<file path="config.mk">
export PLATFORM = sky130hd
export DESIGN_NAME = small_set_membership_table
export DESIGN_NICKNAME = d
export VERILOG_FILES = /design/src/rtl/core/smst_pkg.sv /design/src/rtl/core/small_set_membership_table.sv /design/src/rtl/core/smst_cell.sv
export VERILOG_INCLUDE_DIRS = /design/src /design/src/rtl/core
export SDC_FILE = /design/constraint.sdc
export NUM_CORES = 1
export LEC_CHECK = 0
export BUFFER_PORTS_ARGS = -buffer_cell sky130_fd_sc_hd__buf_4
export CORE_ASPECT_RATIO = 0.75
export CORE_MARGIN = 5
export CORE_UTILIZATION = 69
export DETAILED_ROUTE_END_ITERATION = 10
export PLACE_DENSITY_LB_ADDON = 0.08
export SETUP_SLACK_MARGIN = 0.02
export SLEW_MARGIN = 5
export SYNTH_ARGS = -nofsm -noshare
export SYNTH_HDL_FRONTEND = slang
export SYNTH_SLANG_ARGS = --single-unit
</file>
<file path="constraint.sdc">
create_clock -name i_clk -period 11.31 [get_ports i_clk]
set_input_delay 2.262 -clock i_clk [delete_from_list [all_inputs] [get_ports i_clk]]
set_output_delay 2.262 -clock i_clk [all_outputs]
set_load 0.005 [all_outputs]
</file>
<file path="src/rtl/core/small_set_membership_table_defines.svh">
// assertion macros for the small set membership table
// no dependencies; included by the top level only
`ifndef SMALL_SET_MEMBERSHIP_TABLE_DEFINES_SVH
`define SMALL_SET_MEMBERSHIP_TABLE_DEFINES_SVH

// same-cycle implication, checked out of reset
`define SMST_ASSERT_NOW(label, ante, cons, msg) \
    label: assert property (@(posedge i_clk) disable iff (!i_rst_n) (ante) |-> (cons)) \
        else $error(msg);

// next-cycle implication, checked out of reset
`define SMST_ASSERT_NEXT(label, ante, cons, msg) \
    label: assert property (@(posedge i_clk) disable iff (!i_rst_n) (ante) |=> (cons)) \
        else $error(msg);

`endif

</file>
<file path="src/rtl/core/smst_pkg.sv">
// shared types for the small set membership table
// used by smst_cell and small_set_membership_table; no dependencies
package smst_pkg;

    typedef enum logic [1:0] {
        CMD_CLEAR  = 2'd0,
        CMD_INSERT = 2'd1,
        CMD_DELETE = 2'd2,
        CMD_QUERY  = 2'd3
    } t_cmd;

    // control broadcast to every cell of the chain
    typedef struct packed {
        logic compare;
        logic do_clear;
        logic do_insert;
        logic do_delete;
    } t_cell_ctl;

endpackage

</file>
<file path="src/rtl/core/small_set_membership_table.sv">
// small set membership table: a chain of entry cells with a short sequencer
// depends on smst_pkg, smst_cell and small_set_membership_table_defines.svh
//
//  channel   direction  handshake               fields
//  command   in         start high, busy low    i_cmd, i_elem
//  result    out        o_result_valid strobe   o_was_member, o_refused, o_set_count,
//                                               o_set_empty, o_set_full
//
// a command takes 2 cycles: one for the compare across all cells, one to apply
// the update (append, shift-down or clear); a new command may be taken in the
// apply cycle, so commands issue every 2 cycles
// the result strobe comes one cycle after the apply cycle
// reset empties the set; the receiver cannot stall the result
`include "small_set_membership_table_defines.svh"

module small_set_membership_table #(
    parameter int CAPACITY   = 16,
    parameter int ELEM_WIDTH = 32
) (
    input  logic         i_clk,
    input  logic         i_rst_n,
    input  logic         start,
    output logic         busy,
    input  smst_pkg::t_cmd i_cmd,
    input  logic [31:0]  i_elem,
    output logic         o_result_valid,
    output logic         o_was_member,
    output logic         o_refused,
    output logic [4:0]   o_set_count,
    output logic         o_set_empty,
    output logic         o_set_full
);
    import smst_pkg::*;

    localparam int CNT_W = $clog2(CAPACITY + 1);

    typedef enum logic [2:0] {
        ST_IDLE   = 3'b001,
        ST_SEARCH = 3'b010,
        ST_APPLY  = 3'b100
    } t_state;

    t_state                r_state, n_state;
    t_cmd                  r_cmd;
    logic [ELEM_WIDTH-1:0] r_key;
    logic [CNT_W-1:0]      r_count, n_count;
    logic                  r_result_valid;
    logic                  r_was_member, n_was_member;
    logic                  r_refused, n_refused;
    logic [4:0]            r_set_count;
    logic                  r_set_empty, r_set_full;

    logic                  w_accept;
    logic                  w_found;
    logic                  w_full;
    t_cell_ctl             w_ctl;

    logic [ELEM_WIDTH-1:0] w_val [CAPACITY];
    logic [CAPACITY-1:0]   w_occ;
    logic [CAPACITY-1:0]   w_hit;
    logic [CAPACITY-1:0]   w_after;

    assign busy     = (r_state == ST_SEARCH);
    assign w_accept = start && !busy;
    assign w_found  = |w_hit;
    assign w_full   = (r_count == CNT_W'(CAPACITY));

    always_comb begin
        n_state = r_state;
        unique case (r_state)
            ST_IDLE:   if (start) n_state = ST_SEARCH;
            ST_SEARCH: n_state = ST_APPLY;
            ST_APPLY:  n_state = start ? ST_SEARCH : ST_IDLE;
            default:   n_state = ST_IDLE;
        endcase
    end

    always_comb begin
        w_ctl           = '0;
        w_ctl.compare   = (r_state == ST_SEARCH);
        n_count         = r_count;
        n_was_member    = 1'b0;
        n_refused       = 1'b0;
        if (r_state == ST_APPLY) begin
            unique case (r_cmd)
                CMD_CLEAR: begin
                    w_ctl.do_clear = 1'b1;
                    n_count        = '0;
                end
                CMD_INSERT: begin
                    n_was_member = w_found;
                    if (!w_found) begin
                        if (w_full) begin
                            n_refused = 1'b1;
                        end else begin
                            w_ctl.do_insert = 1'b1;
                            n_count         = r_count + CNT_W'(1);
                        end
                    end
                end
                CMD_DELETE: begin
                    n_was_member = w_found;
                    if (w_found) begin
                        w_ctl.do_delete = 1'b1;
                        n_count         = r_count - CNT_W'(1);
                    end
                end
                CMD_QUERY: n_was_member = w_found;
                default:   n_was_member = 1'b0;
            endcase
        end
    end

    always_ff @(posedge i_clk) begin
        if (!i_rst_n) begin
            r_state        <= ST_IDLE;
            r_count        <= '0;
            r_result_valid <= 1'b0;
        end else begin
            r_state        <= n_state;
            r_count        <= n_count;
            r_result_valid <= (r_state == ST_APPLY);
        end
    end

    // command transfer and result payload
    always_ff @(posedge i_clk) begin
        if (w_accept) begin
            r_cmd <= i_cmd;
            r_key <= ELEM_WIDTH'({{32{i_elem[31]}}, i_elem});
        end
        if (r_state == ST_APPLY) begin
            r_was_member <= n_was_member;
            r_refused    <= n_refused;
            r_set_count  <= 5'(n_count);
            r_set_empty  <= (n_count == '0);
            r_set_full   <= (n_count == CNT_W'(CAPACITY));
        end
    end

    for (genvar g = 0; g < CAPACITY; g++) begin : g_cell
        logic                  w_left_occ;
        logic                  w_left_after;
        logic [ELEM_WIDTH-1:0] w_right_val;
        logic                  w_right_occ;

        if (g == 0) begin : g_first
            assign w_left_occ   = 1'b1;
            assign w_left_after = 1'b0;
        end else begin : g_mid
            assign w_left_occ   = w_occ[g-1];
            assign w_left_after = w_after[g-1];
        end

        if (g == CAPACITY - 1) begin : g_last
            assign w_right_val = w_val[g];
            assign w_right_occ = 1'b0;
        end else begin : g_inner
            assign w_right_val = w_val[g+1];
            assign w_right_occ = w_occ[g+1];
        end

        smst_cell #(
            .ELEM_WIDTH (ELEM_WIDTH)
        ) u_cell (
            .i_clk        (i_clk),
            .i_rst_n      (i_rst_n),
            .i_ctl        (w_ctl),
            .i_key        (r_key),
            .i_left_occ   (w_left_occ),
            .i_left_after (w_left_after),
            .i_right_val  (w_right_val),
            .i_right_occ  (w_right_occ),
            .o_val        (w_val[g]),
            .o_occ        (w_occ[g]),
            .o_hit        (w_hit[g]),
            .o_after      (w_after[g])
        );
    end

    assign o_result_valid = r_result_valid;
    assign o_was_member   = r_was_member;
    assign o_refused      = r_refused;
    assign o_set_count    = r_set_count;
    assign o_set_empty    = r_set_empty;
    assign o_set_full     = r_set_full;

    `SMST_ASSERT_NEXT(a_apply_gives_result, r_state == ST_APPLY, o_result_valid,
        "apply cycle not followed by a result")
    `SMST_ASSERT_NOW(a_occ_matches_count, 1'b1, $countones(w_occ) == int'(r_count),
        "cell occupancy disagrees with the count")
    `SMST_ASSERT_NOW(a_count_in_range, 1'b1, int'(r_count) <= CAPACITY,
        "count above capacity")
    `SMST_ASSERT_NOW(a_refused_only_full, o_result_valid && o_refused, o_set_full,
        "refused insert reported with room left")

endmodule

</file>
<file path="src/rtl/core/smst_cell.sv">
// one entry of the set: value, occupancy, compare and shift-down step
// depends on smst_pkg
module smst_cell #(
    parameter int ELEM_WIDTH = 32
) (
    input  logic                   i_clk,
    input  logic                   i_rst_n,
    input  smst_pkg::t_cell_ctl    i_ctl,
    input  logic [ELEM_WIDTH-1:0]  i_key,
    input  logic                   i_left_occ,
    input  logic                   i_left_after,
    input  logic [ELEM_WIDTH-1:0]  i_right_val,
    input  logic                   i_right_occ,
    output logic [ELEM_WIDTH-1:0]  o_val,
    output logic                   o_occ,
    output logic                   o_hit,
    output logic                   o_after
);
    import smst_pkg::*;

    logic [ELEM_WIDTH-1:0] r_val;
    logic                  r_occ;
    logic                  r_hit;
    logic                  r_after;
    logic                  w_match;

    assign w_match = r_occ && (r_val == i_key);
    // at or beyond the matching entry, handed on to the right neighbour
    assign o_after = i_left_after | w_match;

    always_ff @(posedge i_clk) begin
        if (!i_rst_n) begin
            r_occ   <= 1'b0;
            r_hit   <= 1'b0;
            r_after <= 1'b0;
        end else begin
            if (i_ctl.compare) begin
                r_hit   <= w_match;
                r_after <= o_after;
            end
            if (i_ctl.do_clear) begin
                r_occ <= 1'b0;
            end else if (i_ctl.do_insert) begin
                // first free slot takes the new value
                if (!r_occ && i_left_occ) begin
                    r_occ <= 1'b1;
                end
            end else if (i_ctl.do_delete) begin
                if (r_after) begin
                    r_occ <= i_right_occ;
                end
            end
        end
    end

    always_ff @(posedge i_clk) begin
        if (i_ctl.do_insert && !r_occ && i_left_occ) begin
            r_val <= i_key;
        end else if (i_ctl.do_delete && r_after) begin
            r_val <= i_right_val;
        end
    end

    assign o_val = r_val;
    assign o_occ = r_occ;
    assign o_hit = r_hit;

endmodule

</file>
After elaboration in Yosys (flattened, before gate mapping)
Index checks and enable logic that the tools add are counted.

Bitwise logic cells: 17. Reductions and logical operators: 149. Mux-type cells: 109. Add/subtract/negate cells: 2. Equal/unequal tests: 40.

Operators by type and width (number): $mux W32 (30); $eq A32 B32 Y1 (16); $logic_and A1 B1 Y1 (78); $mux W1 (70); $reduce_bool A2 Y1 (32); $reduce_and A3 Y1 (15); $ne A2 B1 Y1 const B (15); $mux W5 (4); $logic_not A1 Y1 (17); $reduce_or A17 Y1 (1); $reduce_or A16 Y1 (1); $or A1 B1 Y1 (15); $pmux W5 S3 (1); $eq A5 B5 Y1 const B (2); $pmux W3 S3 (1); $mux W3 (2); $add A5 B1 Y5 const B (1); $logic_not A5 Y1 (1); $sub A5 B1 Y5 const B (1); $eq A2 B2 Y1 const B (2); $eq A3 B1 Y1 const B (1); $eq A3 B2 Y1 const B (1); $eq A3 B3 Y1 const B (1); $reduce_or A3 Y1 (1); other kinds (7) (8).

Input bits: 37. Word-level logic and storage cells: 390. Output and inout port bits: 11. Flip-flop bits (word level): 611.

Depth between registers and ports, before layout
Gate-level depths: netlist of run 1.

Depth in word-level cells: 17. Mapped depth: 11. Mapped depth without buffers: 9.

Modules after synthesis
A second synthesis of run 1 with hierarchy kept.

Cell total of the unflattened synthesis: 2215. Area, all modules: 31732.9 µm².

By module, submodules not included: smst_cell (instances 16, area each 1849.3 µm², sequential area each 1021.0 µm², cells each 129); small_set_membership_table (instances 1, area each 2144.6 µm², sequential area each 1471.4 µm², cells each 151).

Worst setup path before layout of run 1
No wires, ideal clock.

Path type: reg-to-reg. Start: register g_cell[14].u_cell.r_hit. End: register g_cell[15].u_cell.r_val[0] (enable). Data required time: 10.840 ns. Slack: 6.828 ns. Arrival: 4.011 ns. Clock period less this slack: 4.482 ns. Stages on the path, launching flop included: 6. Setup time: 0.470 ns. Path buffers: 1. Path through: dfxtp_1 > nor4_1 > nand4_1 > clkbuf_1 > or4_1 > nor3b_1.

Longest elaborated chain between the ends: 6.

RTL lines: from (decl) (RTL line smst_cell.sv:23) `logic r_hit;`; from (signal assigned) (RTL line smst_cell.sv:38) `r_hit <= w_match;`; $reduce_or A16 Y1 (RTL line small_set_membership_table.sv:65) `assign w_found = |w_hit;`; $mux W1 (RTL line small_set_membership_table.sv:92) `if (!w_found) begin`; $mux W1 (RTL line small_set_membership_table.sv:85) `unique case (r_cmd)`; $mux W3 (RTL line small_set_membership_table.sv:84) `if (r_state == ST_APPLY) begin`; $logic_and A1 B1 Y1 (2 in series) (RTL line smst_cell.sv:57) `if (i_ctl.do_insert && !r_occ && i_left_occ) begin`; to (signal assigned) (RTL line smst_cell.sv:58) `r_val <= i_key;`; to (signal assigned) (RTL line smst_cell.sv:60) `r_val <= i_right_val;`; to (decl) (RTL line smst_cell.sv:21) `logic [ELEM_WIDTH-1:0] r_val;`.

Every way passes these cells. A chain may end at the register's enable or synchronous reset.

Worst setup path in the final report of run 1
Start: register g_cell[7].u_cell.r_hit. End: register g_cell[10].u_cell.r_val[1] (enable).

Longest elaborated chain between the ends: 7. Elaborated cells between the ends (all ways): 10. Those cells by class: mux (5); reduce/logical (5).

RTL lines (RTL line): from (decl) (smst_cell.sv:23); from (signal assigned) (smst_cell.sv:38); $reduce_or A16 Y1 * (small_set_membership_table.sv:65); $mux W1 (small_set_membership_table.sv:92); $mux W1 (small_set_membership_table.sv:85); $mux W3 * (small_set_membership_table.sv:84); $logic_and A1 B1 Y1 (2 in series) (smst_cell.sv:57); $reduce_bool A2 Y1 (no source line) *; to (signal assigned) (smst_cell.sv:58); to (signal assigned) (smst_cell.sv:60); to (decl) (smst_cell.sv:21).

Mark *: on every way between the ends. The rest lies on a longest branch, timed or not.

==> metrics.log, run 1 <==
[metrics] depth of the worst hold-timing path: 2
[metrics] min-delay src: g_cell[1].u_cell.o_hit
[metrics] most common cell after layout, fill and taps aside: sky130_fd_sc_hd__edfxtp_1
[metrics] DPL Wire Length: 53580 microns
[metrics] Die Outline Area: between 50000 and 60000 sq um
[metrics] Final #Nets: 2362
[metrics] Overflow after GRT: 0
[metrics] filler cell count: around 2800
[metrics] top-level port count: 48
[metrics] dominant synthesized flop cell: sky130_fd_sc_hd__edfxtp_1
[metrics] final instance area: between 30000 and 40000 sq um
[metrics] critical path capture point type: register
[metrics] average routed wire per standard cell: 28.25 microns
[metrics] maximum number of pins on one net before global-route repair: 44
[metrics] setup slack of the worst register-to-register path: between 6 and 7 ns
[metrics] floorplan die height: 195.2 microns
[metrics] reg2reg start: g_cell[7].u_cell.o_hit
[metrics] portion of the post-synthesis area used by sequential elements: 56.35%
[metrics] CTS tree: done
[metrics] depth of the worst register-to-register path: 6
[metrics] count of clock tree sinks: roughly 600
[metrics] number of buffers inserted during clock tree synthesis: just under 60
[metrics] Slew Limit Headroom: 11.73%
[metrics] FP Rows: 67
[metrics] unrepaired setup endpoints after global routing: no
[metrics] clock input transition at the sequential cells of the worst setup and hold paths: 0.06 ns
[metrics] overall die width: 257.0 microns
[metrics] Layout Area Growth over Synthesis: 7.421%
[metrics] vias after detailed routing: roughly 20000
[metrics] leakage power summed over all cells: 11.89 nW
[metrics] run status: finished clean
[metrics] vias in the first global route: a little under 20000
[metrics] critical path class: register to register
[metrics] number of max-slew violations in the final report: 0
[metrics] final-report hold violation count: 0
[metrics] Clk Latency, worst-skew pair: between 0.6 and 0.7 ns
[metrics] count of maximum capacitance violations: 0
[metrics] most frequent cells in the layout: sky130_fd_sc_hd__edfxtp_1, sky130_fd_sc_hd__mux2_2, sky130_fd_sc_hd__xor2_1, sky130_fd_sc_hd__xnor2_1, sky130_fd_sc_hd__nand2_1
[metrics] gp weighted congestion: 0.8929
[metrics] maximum clock frequency: 210.5 MHz
[metrics] sum of negative setup slack: 0 ns
[metrics] Power Dens Cells: between 100 and 150 nW/um^2
[metrics] endpoint of the worst-slack reg-to-reg timing path: g_cell[10].u_cell.o_val[1]
[metrics] Worst setup SP type: register
[metrics] clock period minus final worst setup slack: 4.750 ns
[metrics] number of endpoints failing setup at the final stage: 0
[metrics] detailed router's first-iteration violation count: around 2400
[metrics] synthesized instance count: 2366
[metrics] cell area after synthesis: 31560 sq um
[metrics] hold bufs inserted after CTS: 0
[metrics] Max rail drop VDD: 0.1354 mV
[metrics] number of buffer cells added on primary ports: 47
[metrics] syn_nets: 2405
[metrics] H-tree Lvls: 2
[metrics] Placed Area: 32070 sq um
[metrics] starting density of the core: between 70 and 80%
[metrics] Worst Max-Slew Pin Slew: 1.321 ns
[metrics] Crit path required time: roughly 12 ns
[metrics] class of the most critical hold timing path: register to register
[metrics] multi-input gate area in the final layout: 12710 sq um
[metrics] share of flip-flops with an asynchronous set or reset: 0%
[metrics] global-route usage over all layers: 32.63%
[metrics] launch point of the critical path: g_cell[7].u_cell.o_hit
[metrics] largest fanout on the critical path: 43
[metrics] number of resized instances in the post-cts repair step: 0
[metrics] total routed wirelength: 83500 microns
[metrics] detailed-routing iteration count for the pre-antenna-repair pass: 5
[metrics] antenna violations before repair: 1
[metrics] WP data arrival: 4.98 ns
[metrics] worst setup skew after layout: 0.02058 ns
[metrics] Hold Path End: g_cell[1].u_cell.o_hit
[metrics] post-CTS setup buffer count: 0
[metrics] Via density: 6.654
[metrics] area used by sequential logic in the layout: about 18000 sq um
[metrics] Syn Area/Cell: 13.34 sq um
[metrics] number of different library cells in the post-synthesis netlist: 54
[metrics] remaining number of nets flagged by the antenna check after routing: 0
[metrics] number of synthesized flops with an enable pin: 555
[metrics] fraction of layout cells with a size suffix above 1: 25.95%
[metrics] Syn. warnings: 0
[metrics] final core utilization: between 70% and 80%
[metrics] total DRC errors in the routed layout: 0
[metrics] core area: 44930 sq um
[metrics] portion of the clock cycle consumed by the worst path in the final layout: between 40% and 50%
[metrics] first-pass GRT wire length: 123600 microns
[metrics] post-synthesis register bit count: 611
[metrics] clk root buf: sky130_fd_sc_hd__clkbuf_16
[metrics] antenna diode instance count: 0
[metrics] maximum buffer depth of the clock tree: 3
logic make-up after synthesis:
logic type | synth area share (%)
AND/OR/NAND/NOR | 7.357
XOR/XNOR | 13.90
AO/OA/AOI/OAI | 3.274
multiplexers | 15.58
flip-flops | 56.35
adder cells (fa/ha/maj) | 0.07927
buffers and inverters | 3.453
registers in the layout, summed over array words and instances (netlist names), 2 cells and up:
signal                 cells
r_cmd                      2
g_cell.u_cell.r_after     15
g_cell.u_cell.o_occ       16
g_cell.u_cell.o_val      512
r_count                    5
r_state                    3
r_key                     32
g_cell.u_cell.o_hit       16
o_set_count                5
layout make-up:
cell class              instances  share of cell area, %
clock buffers                  77                  4.849
clock inverters                30                 0.5498
repair buffers                103                  2.281
inverters                      20                 0.2214
multi-input cells            1529                  37.48
well taps                     586                  2.162
flip-flops and latches        611                  52.46
per-layer routing:
layer / global-route usage, % / wire length (microns) / vias to the layer above / share of wire, %
met3: 11.21 / 11820 / 170 / 14
met1: 48.08 / 34060 / 9781 / 41
li1: - / - / 8538 / -
met5: 0 / 13 / - / 0.016
met2: 46.92 / 35460 / 1178 / 42
met4: 8.665 / 2155 / 2 / 2.6
critical path: stages, from the launching register on:
cell,delay (ns)
sky130_fd_sc_hd__dfxtp_1,0.32
sky130_fd_sc_hd__nor4_1,0.35
sky130_fd_sc_hd__nand4_1,0.60
sky130_fd_sc_hd__nor4_4,0.41
sky130_fd_sc_hd__buf_4,0.49
sky130_fd_sc_hd__nand3b_2,0.82
sky130_fd_sc_hd__nand2_1,1.32
power breakdown:
part	leakage (nW)	internal, mW	switching [mW]
Combinational	5.51	0.0770	0.178
Sequential	5.46	2.44	0.00620
Clock	0.915	1.06	0.858
Total	11.9	3.58	1.04
synthesized netlist by cell type, types with 8 or more instances:
library cell / number / share of area [%]
sky130_fd_sc_hd__a211oi_1: 15 / 0.36
sky130_fd_sc_hd__edfxtp_1: 555 / 53
sky130_fd_sc_hd__nor2_1: 26 / 0.31
sky130_fd_sc_hd__clkbuf_1: 119 / 1.4
sky130_fd_sc_hd__dfxtp_1: 56 / 3.6
sky130_fd_sc_hd__mux2_2: 327 / 12
sky130_fd_sc_hd__nor3_1: 38 / 0.60
sky130_fd_sc_hd__mux2_4: 81 / 3.9
sky130_fd_sc_hd__xor2_1: 289 / 8.0
sky130_fd_sc_hd__xnor2_1: 212 / 5.9
sky130_fd_sc_hd__nand3b_2: 9 / 0.32
sky130_fd_sc_hd__buf_1: 9 / 0.11
sky130_fd_sc_hd__buf_6: 19 / 0.68
sky130_fd_sc_hd__nand3_1: 24 / 0.38
sky130_fd_sc_hd__nand2_1: 139 / 1.7
sky130_fd_sc_hd__o21ai_0: 98 / 1.6
sky130_fd_sc_hd__nand4_1: 63 / 1.2
sky130_fd_sc_hd__buf_2: 49 / 0.78
sky130_fd_sc_hd__buf_4: 10 / 0.24
sky130_fd_sc_hd__nor4_1: 91 / 1.8
sky130_fd_sc_hd__a31oi_1: 8 / 0.16
sky130_fd_sc_hd__a21oi_1: 39 / 0.62
sky130_fd_sc_hd__inv_1: 20 / 0.24
worst max-delay path by stage:
| stage | end |
|---|---|
| finish | g_cell[10].u_cell.o_val[1] |
| global route | g_cell[10].u_cell.o_val[16] |
| CTS | g_cell[2].u_cell.o_val[11] |
| detailed placement | g_cell[2].u_cell.o_val[19] |
| global placement | g_cell[2].u_cell.o_val[19] |
| floorplan | g_cell[15].u_cell.o_val[0] |
metrics by stage:
stage,worst slack [ns],total power [mW],std cells,hold WS (ns)
global placement,6.767,2.734,2849,0.4393
detailed placement,6.607,2.740,2849,0.4476
floorplan,6.828,2.652,2366,0.4206
global route,6.240,4.740,2956,0.4806
finish,6.560,4.620,2956,0.4561
CTS,6.608,4.619,2956,0.4564
(Power assumes the default switching activity.)
==> inputs of run 2 (changes only) <==
CORE_UTILIZATION = 58   (was 69)
clock period = 4.3 ns   (was 11.31 ns; I/O delays follow)
==> run 2 against run 1 <==
Setup slack lost 5.9 ns; core utilization shrank 12 points; critical path depth grew 1; fmax grew 32%; clock power grew to 2.8 times the previous value; clock skew is essentially flat; die area grew 18%; final cell count grew 6.1%; largest power group unchanged.
==> metrics.log, run 2 (synthesized netlist as in run 1, its figures left out) <==
[metrics] combinational share of power: 5.0% (-0.5 points)
[metrics] worst setup skew after layout: 0.02041 ns (-0.0001707 ns)
[metrics] largest fanout on the critical path: 43 (unchanged)
[metrics] sum of negative setup slack: 0 ns (unchanged)
[metrics] vias in the first global route: 19260 (-0.10%)
[metrics] launch point of the critical path: g_cell[4].u_cell.o_hit
[metrics] delay of the slowest cell on the worst path: 0.55 ns (-0.77 ns)
[metrics] maximum buffer depth of the clock tree: 3 (unchanged)
[metrics] total DRC errors in the routed layout: 0 (unchanged)
[metrics] max reg flops: 512 (unchanged)
[metrics] leakage power summed over all cells: 12.16 nW (+2.3%)
[metrics] depth of the worst register-to-register path: 7 (+1)
[metrics] Overflow after GRT: 0 (unchanged)
[metrics] DPL Wire Length: 61790 microns (+15%)
[metrics] unrepaired setup endpoints after global routing: no
[metrics] number of endpoints failing setup at the final stage: 0 (unchanged)
[metrics] maximum number of pins on one net before global-route repair: 44 (unchanged)
[metrics] portion of the clock cycle consumed by the worst path in the final layout: 83.89% (+42 points)
[metrics] class of the most critical hold timing path: input pin to register
[metrics] number of resized instances in the post-cts repair step: 0 (unchanged)
[metrics] internal power of the cells: 9.792 mW (+170%)
[metrics] starting density of the core: 58.27% (-12 points)
[metrics] Worst setup SP type: register
[metrics] detailed router's first-iteration violation count: 2326 (-4.1%)
[metrics] endpoint of the worst-slack reg-to-reg timing path: g_cell[7].u_cell.o_val[23]
[metrics] clock period minus final worst setup slack: 3.607 ns (-1.142 ns)
[metrics] FP Rows: 74 (+10%)
[metrics] Via density: 6.241 (-6.2%)
[metrics] critical path cell sequence: nor4_1 > nand4_1 > nor4_4 > buf_12 > nand3b_1 > nand2_1 > buf_4
[metrics] Clk Latency, worst-skew pair: 0.62 ns (about the same)
[metrics] number of max-slew violations in the final report: 0 (unchanged)
[metrics] reg2reg start: g_cell[4].u_cell.o_hit
[metrics] global-route usage over all layers: 29.49% (-3.1 points)
[metrics] capture point of the worst path: g_cell[7].u_cell.o_val[23]
[metrics] vias after detailed routing: 19560 (-0.53%)
[metrics] total routed wirelength: 88500 microns (+6.0%)
[metrics] Final #Nets: 2404 (+1.8%)
[metrics] number of buffers inserted during clock tree synthesis: 59 (+1.7%)
[metrics] total net switching power: 2.746 mW (+160%)
[metrics] remaining number of nets flagged by the antenna check after routing: 0 (unchanged)
[metrics] CTS tree: done
[metrics] number of buffer cells added on primary ports: 47 (unchanged)
[metrics] run status: finished clean
[metrics] portion of total power attributed to the clock network: 43.0% (+1.5 points)
[metrics] count of maximum capacitance violations: 0 (unchanged)
[metrics] first-pass GRT wire length: 129200 microns (+4.5%)
[metrics] non-filler instance count after layout: 3135 (+6.1%)
[metrics] clock input transition at the sequential cells of the worst setup and hold paths: 0.06 ns (about the same)
[metrics] Die Outline Area: 59230 sq um (+18%)
[metrics] critical path class: register to register
[metrics] most common cell after layout, fill and taps aside: sky130_fd_sc_hd__edfxtp_1
[metrics] antenna diode instance count: 0 (unchanged)
[metrics] worst slack on hold paths: 0.4146 ns (-0.04155 ns)
[metrics] top-level port count: 48 (unchanged)
[metrics] core area: 54160 sq um (+21%)
[metrics] floorplan die height: 212.0 microns (+8.6%)
[metrics] hold bufs inserted after CTS: 0 (unchanged)
[metrics] gp weighted congestion: 0.9167 (+2.7%)
[metrics] critical path capture point type: register
[metrics] WP data arrival: 3.88 ns (-1.10 ns)
[metrics] most frequent cells in the layout: sky130_fd_sc_hd__edfxtp_1, sky130_fd_sc_hd__mux2_2, sky130_fd_sc_hd__xor2_1, sky130_fd_sc_hd__xnor2_1, sky130_fd_sc_hd__buf_4
[metrics] total instance count after detailed placement: 3026 (+6.2%)
[metrics] net switching fraction of the power: 21.90% (-0.64 points)
[metrics] setup slack of the worst register-to-register path: 0.69 ns (-5.87 ns)
[metrics] Max rail drop VDD: 0.3094 mV (+130%)
[metrics] power share of the sequential group: 52.0% (-1.0 points)
[metrics] average routed wire per standard cell: 28.23 microns (about the same)
[metrics] slowest cell on the critical path: sky130_fd_sc_hd__nand4_1
[metrics] fraction of layout cells with a size suffix above 1: 27.35% (+1.4 points)
[metrics] Layout Area Growth over Synthesis: 9.581%
[metrics] clk root buf: sky130_fd_sc_hd__clkbuf_16
[metrics] detailed-routing iteration count for the pre-antenna-repair pass: 6 (+1)
[metrics] Power Dens Cells: 362.5 nW/um^2 (+170%)
[metrics] final-report hold violation count: 0 (unchanged)
[metrics] Slew Limit Headroom: 9.850% (-1.9 points)
[metrics] post-CTS setup buffer count: 0 (unchanged)
[metrics] overall die width: 279.4 microns (+8.7%)
[metrics] antenna violations before repair: 0 (-1)
[metrics] maximum clock frequency: 277.2 MHz (+32%)
[metrics] H-tree Lvls: 2 (unchanged)
[metrics] Crit path required time: 4.57 ns (-6.97 ns)
[metrics] Worst Max-Slew Pin Slew: 1.352 ns (+0.03144 ns)
[metrics] count of clock tree sinks: 611 (unchanged)
[run 2: power by group through the flow]
stage               Combinational, mW  Clock, mW  Sequential, mW
floorplan                       0.420          0            6.55
global placement                0.609          0            6.64
detailed placement              0.612          0            6.64
CTS                             0.616       5.45            6.51
global route                    0.656       5.72            6.52
finish                          0.628       5.39            6.52
[run 2: layout make-up]
class | count | area (sq um)
fill | 4064 | 19580
sequential | 611 | 17790
multi-input combinational | 1529 | 12710
clock buffer | 84 | 1734
timing repair buffer | 144 | 1106
tap | 722 | 903.4
clock inverter | 25 | 276.5
inverter | 20 | 75.07
[run 2: worst min path at each step]
stage / start / endpoint / cells after the start
after floorplan: r_key[29] / g_cell[15].u_cell.o_val[29] / 0
after detailed placement: g_cell[1].u_cell.r_after / g_cell[1].u_cell.r_after / 2
after CTS: i_elem[29] / r_key[29] / 1
after global routing: i_elem[18] / r_key[18] / 1
final: i_elem[29] / r_key[29] / 1
after global placement: r_state[1] / r_state[1] / 1
[run 2: stage by stage]
step                      setup WS [ns]  instance area [sq um]  utilization, %  total power, mW
after detailed placement         0.7918                  32580           60.15            7.254
after global placement           0.8641                  32580           60.15            7.250
final                            0.6928                  34590           63.86            12.54
after global routing             0.4476                  34590           63.86            12.89
after CTS                        0.7585                  34590           63.86            12.58
after floorplan                  0.9683                  31570               -            6.974
[run 2: critical path: cells and delay by family, from the launching register on]
family	cells	cell delay, ns
DFF	1	0.32
buffers and inverters	2	0.69
and+or+nand+nor	5	2.21
[run 2: per-layer routing]
metal / share of wire, % / GRT usage (%) / vias to the layer above
li1: - / - / 8618
met2: 41 / 40.91 / 1009
met5: 0 / 0 / -
met4: 2.4 / 7.123 / 0
met3: 11 / 8.047 / 133
met1: 46 / 46.33 / 9804
